File: config.mk
export PLATFORM = sky130hd
export DESIGN_NAME = format_string_printer_flat
export DESIGN_NICKNAME = d
export VERILOG_FILES = /design/src/fsp_pkg.sv /design/src/fsp_in_if.sv /design/src/fsp_out_if.sv /design/src/format_string_printer.sv /design/src/flat_wrapper.sv
export VERILOG_INCLUDE_DIRS = /design/src /design/src/src
export SDC_FILE = /design/constraint.sdc
export NUM_CORES = 1
export LEC_CHECK = 0
export BUFFER_PORTS_ARGS = -buffer_cell sky130_fd_sc_hd__buf_2
export CAP_MARGIN = 30
export CORE_MARGIN = 2
export CORE_UTILIZATION = 60
export DETAILED_ROUTE_END_ITERATION = 12
export PLACE_DENSITY_LB_ADDON = 0.08
export SETUP_SLACK_MARGIN = 0.05
export SLEW_MARGIN = 0
export SYNTH_ARGS = -nofsm -noshare
export SYNTH_HDL_FRONTEND = slang
export SYNTH_SLANG_ARGS = --single-unit
File: constraint.sdc
create_clock -name i_clk -period 5.85 [get_ports i_clk]
set_input_delay 1.17 -clock i_clk [delete_from_list [all_inputs] [get_ports i_clk]]
set_output_delay 1.17 -clock i_clk [all_outputs]
set_load 0.005 [all_outputs]
File: src/format_string_printer_defines.svh
// ----------------------------------------------------------------------------
// format_string_printer_defines
// assertion macros of the format string printer
// ----------------------------------------------------------------------------
`ifndef FORMAT_STRING_PRINTER_DEFINES_SVH
`define FORMAT_STRING_PRINTER_DEFINES_SVH

`ifndef SYNTHESIS

// condition holds at every clock edge out of reset
`define FSP_ASSERT_ALWAYS(lbl, clk, rst_n, cond, msg) \
    lbl: assert property (@(posedge clk) disable iff (!rst_n) (cond)) else $error(msg);

// consequent holds in the cycle after the antecedent
`define FSP_ASSERT_NEXT(lbl, clk, rst_n, ante, cons, msg) \
    lbl: assert property (@(posedge clk) disable iff (!rst_n) (ante) |=> (cons)) \
        else $error(msg);

`else

`define FSP_ASSERT_ALWAYS(lbl, clk, rst_n, cond, msg)
`define FSP_ASSERT_NEXT(lbl, clk, rst_n, ante, cons, msg)

`endif

`endif

File: src/fsp_pkg.sv
// ----------------------------------------------------------------------------
// fsp_pkg
// types, character codes and helpers of the format string printer
// ----------------------------------------------------------------------------
package fsp_pkg;

    localparam int ARG_WIDTH_DEF = 32;
    localparam int ARG_FIELD_W   = 32;
    localparam int COUNT_W       = 31;

    localparam logic [7:0] CHAR_PERCENT = 8'h25;
    localparam logic [7:0] CHAR_MINUS   = 8'h2D;
    localparam logic [7:0] CHAR_ZERO    = 8'h30;
    localparam logic [7:0] CHAR_C       = 8'h63;
    localparam logic [7:0] CHAR_D       = 8'h64;
    localparam logic [7:0] CHAR_I       = 8'h69;
    localparam logic [7:0] CHAR_NUL     = 8'h00;

    localparam logic [3:0] BCD_ADJ_MIN  = 4'd5;
    localparam logic [3:0] BCD_ADJ      = 4'd3;

    typedef enum logic [2:0] {
        S_IDLE,
        S_PRE,
        S_CHAR,
        S_CONV,
        S_SKIP,
        S_SIGN,
        S_DIGIT,
        S_END
    } t_state;

    // decimal digits needed for any value below 2**bits
    function automatic int f_dec_digits(input int bits);
        longint unsigned lim;
        longint unsigned p;
        int              n;
        lim = longint'(1) << bits;
        p   = 10;
        n   = 1;
        while (p < lim) begin
            p = p * 10;
            n = n + 1;
        end
        return n;
    endfunction

endpackage

File: src/fsp_in_if.sv
// ----------------------------------------------------------------------------
// fsp_in_if
// format byte channel with its argument word
// ----------------------------------------------------------------------------
interface fsp_in_if;
    logic               valid;
    logic               ready;
    logic [7:0]         format_byte;
    logic               format_last;
    logic signed [31:0] argument;

    modport source (output valid, output format_byte, output format_last,
                    output argument, input ready);
    modport sink   (input valid, input format_byte, input format_last,
                    input argument, output ready);
endinterface

File: src/fsp_out_if.sv
// ----------------------------------------------------------------------------
// fsp_out_if
// result channel of the format string printer
// ----------------------------------------------------------------------------
interface fsp_out_if;
    logic               valid;
    logic               ready;
    logic [7:0]         out_char;
    logic               char_valid;
    logic               arg_consumed;
    logic               run_last;
    logic               format_done;
    logic signed [31:0] total_count;

    modport source (output valid, output out_char, output char_valid,
                    output arg_consumed, output run_last, output format_done,
                    output total_count, input ready);
    modport sink   (input valid, input out_char, input char_valid,
                    input arg_consumed, input run_last, input format_done,
                    input total_count, output ready);
endinterface

File: src/format_string_printer.sv
// ----------------------------------------------------------------------------
// format_string_printer
// printf style conversion of a format string that arrives one byte per item
//
//   channel  dir  payload
//   i_fmt    in   format_byte, format_last, argument
//   o_res    out  out_char, char_valid, arg_consumed, run_last, format_done,
//                 total_count
//
// S_IDLE accepts each item; S_CHAR emits a literal, %c or %%, and S_PRE the
//   percent of an unknown conversion; %d/%i: S_CONV shifts the argument in,
//   one bit per step, S_SKIP drops leading zero digits, S_SIGN and S_DIGIT
//   emit sign and digits; S_END emits the end marker; a new item is taken
//   once the last result sits in the output register
// reset is synchronous and returns to the start of a format string
// a stalled output holds the sequencer in its emitting state
// ----------------------------------------------------------------------------
`include "format_string_printer_defines.svh"

module format_string_printer #(
    parameter int ARG_WIDTH = fsp_pkg::ARG_WIDTH_DEF
) (
    input  logic             i_clk,
    input  logic             i_rst_n,
    fsp_in_if.sink           i_fmt,
    fsp_out_if.source        o_res
);

    localparam int AW = (ARG_WIDTH > fsp_pkg::ARG_FIELD_W) ? fsp_pkg::ARG_FIELD_W : ARG_WIDTH;
    localparam int ND = fsp_pkg::f_dec_digits(AW);
    localparam int BW = 4 * ND;
    localparam int CW = $clog2(AW);
    localparam int DW = $clog2(ND + 1);
    localparam int KW = fsp_pkg::COUNT_W;

    fsp_pkg::t_state r_state, n_state;
    logic            r_pending, n_pending;
    logic            r_first, n_first;
    logic [KW-1:0]   r_count, n_count;
    logic [7:0]      r_char, n_char;
    logic            r_last, n_last;
    logic            r_lone, n_lone;
    logic            r_cons, n_cons;
    logic            r_neg, n_neg;
    logic [AW-1:0]   r_mag, n_mag;
    logic [BW-1:0]   r_bcd, n_bcd;
    logic [CW-1:0]   r_cnt, n_cnt;
    logic [DW-1:0]   r_dig, n_dig;

    logic               r_o_valid, n_o_valid;
    logic [7:0]         r_o_char, n_o_char;
    logic               r_o_cv, n_o_cv;
    logic               r_o_cons, n_o_cons;
    logic               r_o_rl, n_o_rl;
    logic               r_o_done, n_o_done;
    logic signed [31:0] r_o_total, n_o_total;

    logic          l_free;
    logic [KW-1:0] l_inc;
    logic [AW-1:0] l_arg;
    logic          l_neg;
    logic [AW-1:0] l_mag;
    logic [3:0]    l_top;
    logic [3:0]    l_d;
    logic [BW-1:0] l_adj;
    logic          l_emit;
    logic [7:0]    l_echar;
    logic          l_econs;
    logic          l_erl;

    assign i_fmt.ready = (r_state == fsp_pkg::S_IDLE);

    assign o_res.valid        = r_o_valid;
    assign o_res.out_char     = r_o_char;
    assign o_res.char_valid   = r_o_cv;
    assign o_res.arg_consumed = r_o_cons;
    assign o_res.run_last     = r_o_rl;
    assign o_res.format_done  = r_o_done;
    assign o_res.total_count  = r_o_total;

    assign l_free = !r_o_valid || o_res.ready;
    assign l_inc  = (r_count == {KW{1'b1}}) ? r_count : r_count + KW'(1);
    assign l_arg  = i_fmt.argument[AW-1:0];
    assign l_neg  = l_arg[AW-1];
    assign l_mag  = l_neg ? (~l_arg + AW'(1)) : l_arg;
    assign l_top  = r_bcd[BW-1 -: 4];

    always_ff @(posedge i_clk) begin
        if (!i_rst_n) begin
            r_state   <= fsp_pkg::S_IDLE;
            r_pending <= 1'b0;
            r_first   <= 1'b1;
            r_count   <= '0;
            r_last    <= 1'b0;
            r_lone    <= 1'b0;
            r_cons    <= 1'b0;
            r_o_valid <= 1'b0;
        end else begin
            r_state   <= n_state;
            r_pending <= n_pending;
            r_first   <= n_first;
            r_count   <= n_count;
            r_last    <= n_last;
            r_lone    <= n_lone;
            r_cons    <= n_cons;
            r_o_valid <= n_o_valid;
        end
    end

    always_ff @(posedge i_clk) begin
        r_char    <= n_char;
        r_neg     <= n_neg;
        r_mag     <= n_mag;
        r_bcd     <= n_bcd;
        r_cnt     <= n_cnt;
        r_dig     <= n_dig;
        r_o_char  <= n_o_char;
        r_o_cv    <= n_o_cv;
        r_o_cons  <= n_o_cons;
        r_o_rl    <= n_o_rl;
        r_o_done  <= n_o_done;
        r_o_total <= n_o_total;
    end

    // double dabble adjust, one per bcd digit
    always_comb begin
        l_adj = '0;
        l_d   = '0;
        for (int k = 0; k < ND; k++) begin
            l_d = r_bcd[4*k +: 4];
            l_adj[4*k +: 4] = (l_d >= fsp_pkg::BCD_ADJ_MIN) ? l_d + fsp_pkg::BCD_ADJ : l_d;
        end
    end

    always_comb begin
        n_state   = r_state;
        n_pending = r_pending;
        n_first   = r_first;
        n_count   = r_count;
        n_char    = r_char;
        n_last    = r_last;
        n_lone    = r_lone;
        n_cons    = r_cons;
        n_neg     = r_neg;
        n_mag     = r_mag;
        n_bcd     = r_bcd;
        n_cnt     = r_cnt;
        n_dig     = r_dig;
        n_o_valid = r_o_valid && !o_res.ready;
        n_o_char  = r_o_char;
        n_o_cv    = r_o_cv;
        n_o_cons  = r_o_cons;
        n_o_rl    = r_o_rl;
        n_o_done  = r_o_done;
        n_o_total = r_o_total;
        l_emit    = 1'b0;
        l_echar   = r_char;
        l_econs   = 1'b0;
        l_erl     = 1'b0;

        unique case (r_state)
            fsp_pkg::S_IDLE: begin
                if (i_fmt.valid) begin
                    n_last  = i_fmt.format_last;
                    n_first = 1'b0;
                    n_cons  = 1'b0;
                    n_char  = i_fmt.format_byte;
                    if (i_fmt.format_last && r_first && !r_pending &&
                        i_fmt.format_byte == fsp_pkg::CHAR_PERCENT) begin
                        n_lone  = 1'b1;
                        n_state = fsp_pkg::S_END;
                    end else if (r_pending) begin
                        n_pending = 1'b0;
                        unique case (i_fmt.format_byte) inside
                            fsp_pkg::CHAR_C: begin
                                n_char  = i_fmt.argument[7:0];
                                n_cons  = 1'b1;
                                n_state = fsp_pkg::S_CHAR;
                            end
                            fsp_pkg::CHAR_PERCENT: begin
                                n_state = fsp_pkg::S_CHAR;
                            end
                            fsp_pkg::CHAR_D, fsp_pkg::CHAR_I: begin
                                n_mag   = l_mag;
                                n_neg   = l_neg;
                                n_bcd   = '0;
                                n_cnt   = CW'(AW - 1);
                                n_dig   = DW'(ND);
                                n_cons  = 1'b1;
                                n_state = fsp_pkg::S_CONV;
                            end
                            default: begin
                                n_state = fsp_pkg::S_PRE;
                            end
                        endcase
                    end else if (i_fmt.format_byte == fsp_pkg::CHAR_PERCENT &&
                                 !i_fmt.format_last) begin
                        n_pending = 1'b1;
                    end else begin
                        n_state = fsp_pkg::S_CHAR;
                    end
                end
            end
            fsp_pkg::S_PRE: begin
                if (l_free) begin
                    l_emit  = 1'b1;
                    l_echar = fsp_pkg::CHAR_PERCENT;
                    n_state = fsp_pkg::S_CHAR;
                end
            end
            fsp_pkg::S_CHAR: begin
                if (l_free) begin
                    l_emit  = 1'b1;
                    l_echar = r_char;
                    l_econs = r_cons;
                    l_erl   = !r_last;
                    n_state = r_last ? fsp_pkg::S_END : fsp_pkg::S_IDLE;
                end
            end
            fsp_pkg::S_CONV: begin
                n_bcd = {l_adj[BW-2:0], r_mag[AW-1]};
                n_mag = {r_mag[AW-2:0], 1'b0};
                n_cnt = r_cnt - CW'(1);
                if (r_cnt == '0) begin
                    n_state = fsp_pkg::S_SKIP;
                end
            end
            fsp_pkg::S_SKIP: begin
                if (l_top == 4'd0 && r_dig != DW'(1)) begin
                    n_bcd = {r_bcd[BW-5:0], 4'd0};
                    n_dig = r_dig - DW'(1);
                end else begin
                    n_state = r_neg ? fsp_pkg::S_SIGN : fsp_pkg::S_DIGIT;
                end
            end
            fsp_pkg::S_SIGN: begin
                if (l_free) begin
                    l_emit  = 1'b1;
                    l_echar = fsp_pkg::CHAR_MINUS;
                    l_econs = r_cons;
                    n_state = fsp_pkg::S_DIGIT;
                end
            end
            fsp_pkg::S_DIGIT: begin
                if (l_free) begin
                    l_emit  = 1'b1;
                    l_echar = fsp_pkg::CHAR_ZERO + {4'd0, l_top};
                    l_econs = r_cons;
                    l_erl   = (r_dig == DW'(1)) && !r_last;
                    n_bcd   = {r_bcd[BW-5:0], 4'd0};
                    n_dig   = r_dig - DW'(1);
                    if (r_dig == DW'(1)) begin
                        n_state = r_last ? fsp_pkg::S_END : fsp_pkg::S_IDLE;
                    end
                end
            end
            fsp_pkg::S_END: begin
                if (l_free) begin
                    n_o_valid = 1'b1;
                    n_o_char  = fsp_pkg::CHAR_NUL;
                    n_o_cv    = 1'b0;
                    n_o_cons  = 1'b0;
                    n_o_rl    = 1'b1;
                    n_o_done  = 1'b1;
                    n_o_total = r_lone ? '1 : signed'({1'b0, r_count});
                    n_count   = '0;
                    n_first   = 1'b1;
                    n_pending = 1'b0;
                    n_lone    = 1'b0;
                    n_last    = 1'b0;
                    n_state   = fsp_pkg::S_IDLE;
                end
            end
            default: begin
                n_state = fsp_pkg::S_IDLE;
            end
        endcase

        if (l_emit) begin
            n_o_valid = 1'b1;
            n_o_char  = l_echar;
            n_o_cv    = 1'b1;
            n_o_cons  = l_econs;
            n_o_rl    = l_erl;
            n_o_done  = 1'b0;
            n_o_total = signed'({1'b0, l_inc});
            n_count   = l_inc;
            n_cons    = 1'b0;
        end
    end

    `FSP_ASSERT_ALWAYS(a_done_is_run_last, i_clk, i_rst_n,
        !(r_o_valid && r_o_done) || r_o_rl, "end marker without run_last")
    `FSP_ASSERT_ALWAYS(a_done_no_char, i_clk, i_rst_n,
        !(r_o_valid && r_o_done && r_o_cv), "end marker flagged as character")
    `FSP_ASSERT_NEXT(a_end_clears, i_clk, i_rst_n,
        r_state == fsp_pkg::S_END && l_free, r_count == '0 && r_first && !r_pending,
        "format state not cleared after end marker")
    `FSP_ASSERT_ALWAYS(a_digit_left, i_clk, i_rst_n,
        !(r_state == fsp_pkg::S_DIGIT || r_state == fsp_pkg::S_SKIP) || r_dig != '0,
        "digit counter ran out")

endmodule

File: src/flat_wrapper.sv
// flat-port wrapper written by rule: the top's interface ports become plain ports
module format_string_printer_flat 
#(
    parameter int ARG_WIDTH = fsp_pkg::ARG_WIDTH_DEF
)
  (i_clk, i_rst_n, i_fmt_valid, i_fmt_format_byte, i_fmt_format_last, i_fmt_argument, i_fmt_ready, o_res_valid, o_res_out_char, o_res_char_valid, o_res_arg_consumed, o_res_run_last, o_res_format_done, o_res_total_count, o_res_ready);
  fsp_in_if i_fmt_i ();
  fsp_out_if o_res_i ();
  input  logic i_clk;
  input  logic i_rst_n;
  input wire logic [$bits(i_fmt_i.valid)-1:0] i_fmt_valid;
  input wire logic [$bits(i_fmt_i.format_byte)-1:0] i_fmt_format_byte;
  input wire logic [$bits(i_fmt_i.format_last)-1:0] i_fmt_format_last;
  input wire logic [$bits(i_fmt_i.argument)-1:0] i_fmt_argument;
  output wire logic [$bits(i_fmt_i.ready)-1:0] i_fmt_ready;
  output wire logic [$bits(o_res_i.valid)-1:0] o_res_valid;
  output wire logic [$bits(o_res_i.out_char)-1:0] o_res_out_char;
  output wire logic [$bits(o_res_i.char_valid)-1:0] o_res_char_valid;
  output wire logic [$bits(o_res_i.arg_consumed)-1:0] o_res_arg_consumed;
  output wire logic [$bits(o_res_i.run_last)-1:0] o_res_run_last;
  output wire logic [$bits(o_res_i.format_done)-1:0] o_res_format_done;
  output wire logic [$bits(o_res_i.total_count)-1:0] o_res_total_count;
  input wire logic [$bits(o_res_i.ready)-1:0] o_res_ready;
  assign i_fmt_i.valid = i_fmt_valid;
  assign i_fmt_i.format_byte = i_fmt_format_byte;
  assign i_fmt_i.format_last = i_fmt_format_last;
  assign i_fmt_i.argument = i_fmt_argument;
  assign i_fmt_ready = i_fmt_i.ready;
  assign o_res_valid = o_res_i.valid;
  assign o_res_out_char = o_res_i.out_char;
  assign o_res_char_valid = o_res_i.char_valid;
  assign o_res_arg_consumed = o_res_i.arg_consumed;
  assign o_res_run_last = o_res_i.run_last;
  assign o_res_format_done = o_res_i.format_done;
  assign o_res_total_count = o_res_i.total_count;
  assign o_res_i.ready = o_res_ready;
  format_string_printer #(.ARG_WIDTH(ARG_WIDTH)) u_core (.i_clk(i_clk), .i_rst_n(i_rst_n), .i_fmt(i_fmt_i), .o_res(o_res_i));
endmodule
[Word-level counts from Yosys, hierarchy flattened]
Index checks and enable logic that the tools add are counted.
Storage, ports and cells
  output and inout bits: 46
  logic and storage cells: 217
  memories kept: 0
  ROM bits: 0
  latch bits: 0
  input port bits: 45
  bits in writable memories: 0
  bits in registers: 174
Operators by class
  magnitude comparators: 10
  multipliers: 0
  divide/modulo/power cells: 0
  bitwise operators: 3
  multiplexer cells: 100
  reduce and logical (&&, ||, !) cells: 39
  add/subtract/negate cells: 15
  eq/ne operators: 29
  shift-type cells: 0
Operators with widths (number)
  40-bit two-way mux: 6
  31-bit two-way mux: 7
  32-bit two-way mux: 6
  40-bit case mux with 4 select lines: 1
  8-bit two-way mux: 9
  32-bit case mux with 2 select lines: 1
  4-bit two-way mux: 15
  3-bit two-way mux: 14
  4-bit by 3-bit greater-or-equal comparator with 1-bit output (second input constant): 10
  4-bit by 2-bit adder with 4-bit output (second input constant): 9
  32-bit by 1-bit adder with 32-bit output (second input constant): 1
  32-bit NOT: 1
  31-bit by 1-bit adder with 31-bit output (second input constant): 1
  31-bit == test (second input constant): 1
  1-bit two-way mux: 26
  8-bit by 7-bit == test with 1-bit output (second input constant): 3
  3-bit case mux with 8 select lines: 1
  8-bit case mux with 3 select lines: 1
  2-bit by 1-bit inequality test with 1-bit output (second input constant): 11
  5-bit two-way mux: 4
  7-bit AND reduction: 2
  3-bit == test (second input constant): 4
  4-bit case mux with 3 select lines: 1
  1-bit case mux with 2 select lines: 5
  32 further kinds: 56

[Depth between registers and ports, before layout]
  depth in word-level cells: 8
  gate-level depth with buffers: 9

[Worst setup path after synthesis]
Ideal clock, no wire load.
  path type: in2reg
  from: in o_res_ready
  to: reg u_core.r_bcd[0], enable pin
  slack: 1.906 ns
  cell stages on the path: 5
  required time: 5.401 ns
  arrival: 3.495 ns
  setup time: 0.449 ns
  cells stage by stage: nor2b_1 clkbuf_1 nor2_1 a31oi_1 o211ai_1
On the way
  longest elaborated chain between the ends: 3
Ends and longest elaborated chain
  from (decl): RTL line flat_wrapper.sv:23  | input wire logic [$bits(o_res_i.ready)-1:0] o_res_ready;
  1-bit logical OR: RTL line format_string_printer.sv:81  | assign l_free = !r_o_valid || o_res.ready;
  2-bit by 1-bit inequality test with 1-bit output (no line)
  7-bit AND reduction (no line)
  to (signal assigned): RTL line format_string_printer.sv:114  | r_bcd <= n_bcd;
  to (decl): RTL line format_string_printer.sv:46  | logic [BW-1:0] r_bcd, n_bcd;
Every way passes these cells.
A chain may end at the register's enable or synchronous reset.

[Final worst setup path]
  from: in i_fmt_argument[6]
  to: reg u_core.r_mag[26] (data pin)
On the way
  longest elaborated chain between the ends: 8
Ends and longest elaborated chain
  from (decl): RTL line flat_wrapper.sv:14  | input wire logic [$bits(i_fmt_i.argument)-1:0] i_fmt_argument;
  32-bit NOT: RTL line format_string_printer.sv:85  | assign l_mag = l_neg ? (~l_arg + AW'(1)) : l_arg;
  32-bit by 1-bit adder with 32-bit output: RTL line format_string_printer.sv:85
  32-bit two-way mux: RTL line format_string_printer.sv:85
  32-bit two-way mux: RTL line format_string_printer.sv:174  | unique case (i_fmt.format_byte) inside
  32-bit two-way mux: RTL line format_string_printer.sv:172  | end else if (r_pending) begin
  32-bit two-way mux: RTL line format_string_printer.sv:168  | if (i_fmt.format_last && r_first && !r_pending &&
  32-bit two-way mux: RTL line format_string_printer.sv:163  | if (i_fmt.valid) begin
  32-bit case mux with 2 select lines: RTL line format_string_printer.sv:161  | unique case (r_state)
  via u_core.n_mag[26]: RTL line format_string_printer.sv:45  | logic [AW-1:0] r_mag, n_mag;
  to (signal assigned): RTL line format_string_printer.sv:113  | r_mag <= n_mag;
  to (decl): RTL line format_string_printer.sv:45
The timed path passes the listed nets, and every way through them passes these cells. The select of a mux whose other input is x is not followed.

==> results.py <==
metrics = {
    "route": {
        "ant_nets": 0,
        "wirelength_mm": 23.70,
        "drc": 0,
        "drt_iter0_markers": 783,
        "dr.pass1.iters": 5,
        "viasPerCell": 6.239,
        "wl_per_cell_microns": 17.72,
        "vias": 8342,
    },
    "global_route": {
        "grt_pass1_wl_mm": 38.22,
        "grt_overflow": 0,
        "antenna_found_initial": 0,
        "grt_pass1_vias": 7586,
        "grt_start_max_net_pins": 50,
        "track_usage": 0.2656,
    },
    "layout": {
        "final_core_util": 0.6818,
        "layout_common_cells": "131 x edfxtp_1, 106 x nand2_1, 92 x o21ai_0",
        "layout-drive-gt1-share": 0.1540,
        "nets": 1176,
        "diodes": 0,
        "area_growth_pct": 11.07,
        "n_fill_cell": 1297,
        "layout_commonest_cell": "edfxtp_1",
    },
    "timing": {
        "fmax_mhz": 348.6,
        "fin_crit_ns": 2.868,
        "post-route-period-util": 0.4903,
        "rsz0062_at_grt": "no",
        "setup_tns_ns": 0,
        "report.final.setup_viol": 0,
        "worstMarginPinSlew_ns": 0.9467,
        "max_slew_margin": 0.3640,
        "fin_skew_ns": 0.01410,
        "hold_violations": 0,
        "finalMaxSlewViolations": 0,
    },
    "run_status": {
        "status": "finished, final reports clean",
    },
    "worst_setup_path": {
        "slowest_stage": "nor4_1",
        "endpoint_kind": "register",
        "required_ns": 6.02,
        "critPathLaunchType": "primary input",
        "r2r_start": "u_core.r_count[25]$_SDFFE_PN0P_",
        "rr_endpoint": "u_core.o_res.total_count[1]$_DFFE_PP_",
        "rr_worst_depth": 5,
        "startpoint": "i_fmt_argument[6]",
        "worstSetupPathType": "primary input to register",
        "crit_buf_inv": 1,
        "path_max_fanout": 6,
        "path_cells": "buf_2 -> nor4_1 -> nand3_1 -> o41ai_1 -> xor2_1 -> o21ai_0",
        "arrival_ns": 3.04,
        "critPathMaxStageDelay_ns": 0.67,
        "r2r_slack_ns": 3.01,
        "crit_family": "simple AND/OR/NAND/NOR gates",
    },
    "die": {
        "die_x_microns": 134.5,
        "die_height_microns": 134.5,
        "fp-row-count": 47,
        "io_pins": 91,
        "start_util": 0.6138,
        "dieArea_sq_um": 18080,
        "core-area_sq_um": 16640,
    },
    "yosys": {
        "netlist_instances": 1058,
        "synth_nets": 1130,
        "synth_edf_count": 131,
        "ys_types": 84,
        "synth-main-ff-cell": "edfxtp_1",
        "synth_seq_cells": 174,
        "ys_warn_count": 0,
        "ys_seq_area_frac": 0.4694,
        "synth_area_sq_um": 10210,
        "postSynth.asyncResetShare": 0,
        "syn_avg_cell_area_sq_um": 9.655,
    },
    "worst_hold_path": {
        "hold_end": "u_core.o_res.total_count[31]$_SDFFE_PP0P_",
        "hp-class": "register to register",
        "hp-start": "u_core.o_res.total_count[31]$_SDFFE_PP0P_",
        "hold_depth": 2,
    },
    "power_and_ir_drop": {
        "vdd_drop_max_v": 0.0004250,
        "cellPowerDensity_nw_per_um2": 423.5,
        "p_total_mw": 4.805,
        "cellLeakagePower_nw": 4.057,
    },
    "clock_network": {
        "post-cts-setup-buffers": 0,
        "cts_tree": "yes",
        "clk_path_buf_depth": 2,
        "clock-sinks": 174,
        "htree_levels": 4,
        "clk_pin_slew_ns": 0.07,
        "ctsHoldBuffers": 0,
        "cts_buffers": 17,
        "ctsResizeCount": 0,
        "root_buffer": "clkbuf_16",
        "insertion_delay_ns": 0.44,
    },
    "place": {
        "place_hpwl_mm": 16.05,
        "place.gp.congestion": 0.8936,
        "io_buffers": 90,
    },
    "run": {
        "drv_cap": 0,
    },
}
==> worst reg2reg max path, cell delays in order, from the launching register on <==
cell     delay, ns
dfxtp_1       0.58
nand4_1       0.26
nor4_4        0.71
nand3_1       0.52
o21ai_0       0.39
a21oi_1       0.12
==> through the flow <==
stage | instances | worst slack (ns) | hold WS, ns | instance area (sq um)
6_report | 1337 | 2.982 | 0.4932 | 11350
3_3_place_gp | 1303 | 2.548 | 0.4835 | 10690
4_1_cts | 1337 | 3.013 | 0.5018 | 11350
3_5_place_dp | 1305 | 2.555 | 0.4929 | 10740
2_1_floorplan | 1058 | 1.906 | 0.4388 | 10210
5_1_grt | 1337 | 2.737 | 0.5263 | 11350
==> power breakdown <==
| group | leakage, nW | internal (mW) | total [mW] | switching (mW) |
|---|---|---|---|---|
| Sequential | 1.57 | 1.79 | 1.96 | 0.172 |
| Clock | 0.291 | 0.677 | 1.18 | 0.506 |
| Combinational | 2.20 | 0.586 | 1.66 | 1.08 |
==> sequential cells by signal (all words and copies together) (netlist names) <==
| name | cells |
|---|---|
| u_core.r_pending | 1 |
| u_core.r_last | 1 |
| u_core.o_res.total_count | 32 |
| u_core.r_state | 3 |
| u_core.r_first | 1 |
| u_core.r_lone | 1 |
| u_core.r_count | 31 |
| u_core.r_neg | 1 |
| u_core.r_bcd | 40 |
| u_core.o_res.valid | 1 |
| u_core.o_res.out_char | 8 |
| u_core.r_char | 8 |
| u_core.o_res.run_last | 1 |
| u_core.r_dig | 4 |
| u_core.r_mag | 32 |
| u_core.r_cnt | 5 |
| u_core.r_cons | 1 |
| u_core.o_res.char_valid | 1 |
| u_core.o_res.format_done | 1 |
| u_core.o_res.arg_consumed | 1 |
==> cells in the mapped netlist, types with 3 or more instances <==
library cell	number	area, sq um
a211o_1	6	52.55
a21boi_0	4	30.03
a21o_1	8	60.06
a21oi_1	80	400.4
a22oi_1	6	45.04
a31oi_1	23	143.9
a41oi_1	4	35.03
and2_1	4	25.02
and3_1	11	68.82
and4_1	6	52.55
buf_2	20	100.1
clkbuf_1	48	180.2
clkbuf_2	3	15.01
dfxtp_1	43	860.8
edfxtp_1	131	3934
ha_1	27	337.8
inv_1	41	153.9
mux2_2	5	56.30
mux2i_1	4	40.04
nand2_1	106	397.9
nand2b_1	21	131.4
nand3_1	24	120.1
nand4_1	15	93.84
nor2_1	67	251.5
nor2b_1	9	56.30
nor3_1	21	105.1
nor3b_1	11	82.58
nor4_1	14	87.58
o211ai_1	7	52.55
o21ai_0	92	460.4
o22a_1	3	26.28
o22ai_1	11	68.82
o311a_1	3	30.03
o311ai_4	4	105.1
o31ai_1	33	247.7
o32ai_1	9	78.83
o41ai_1	14	122.6
or3_1	7	43.79
or4_1	7	52.55
xnor2_1	18	157.7
xor2_1	31	271.5
==> layer usage <==
layer  wire length [microns]  vias up  track usage
met2                   10980      327       0.4260
met3                    1484       25      0.05218
li1                        -     4081            -
met5                       0        -            0
met4                     322        0      0.07310
met1                   10910     3909       0.3713
==> cell type report <==
type,count,area [sq um],share of cell area
clock inverter,15,183.9,0.01621
sequential,174,4795,0.4226
clock buffer,17,425.4,0.03749
tap,220,275.3,0.02426
inverter,42,157.7,0.01389
multi-input combinational,766,4933,0.4348
timing repair buffer,103,575.6,0.05073
==> worst max path at each step <==
stage	endpoint	depth (start not counted)	slack (ns)
final	u_core.r_mag[26]$_DFFE_PP_	6	2.98
after detailed placement	u_core.r_mag[26]$_DFFE_PP_	8	2.56
after CTS	u_core.r_mag[26]$_DFFE_PP_	8	3.01
after global routing	u_core.o_res.total_count[1]$_DFFE_PP_	5	2.74
after global placement	u_core.r_char[5]$_DFFE_PP_	5	2.55
after floorplan	u_core.r_bcd[0]$_DFFE_PP_	5	1.91
==> cell families (layout without fill, tap and decap cells) <==
kind of cell,count (synthesis),count (layout),share of synthesized area
XOR/XNOR,49,49,0.04201
multiplexers,9,9,0.009431
AND/OR/NAND/NOR,346,346,0.1792
buffers and inverters,118,177,0.04802
flip-flops,174,174,0.4694
AO/OA/AOI/OAI,335,335,0.2189
adder cells (fa/ha/maj),27,27,0.03307
(Power assumes the default switching activity.)
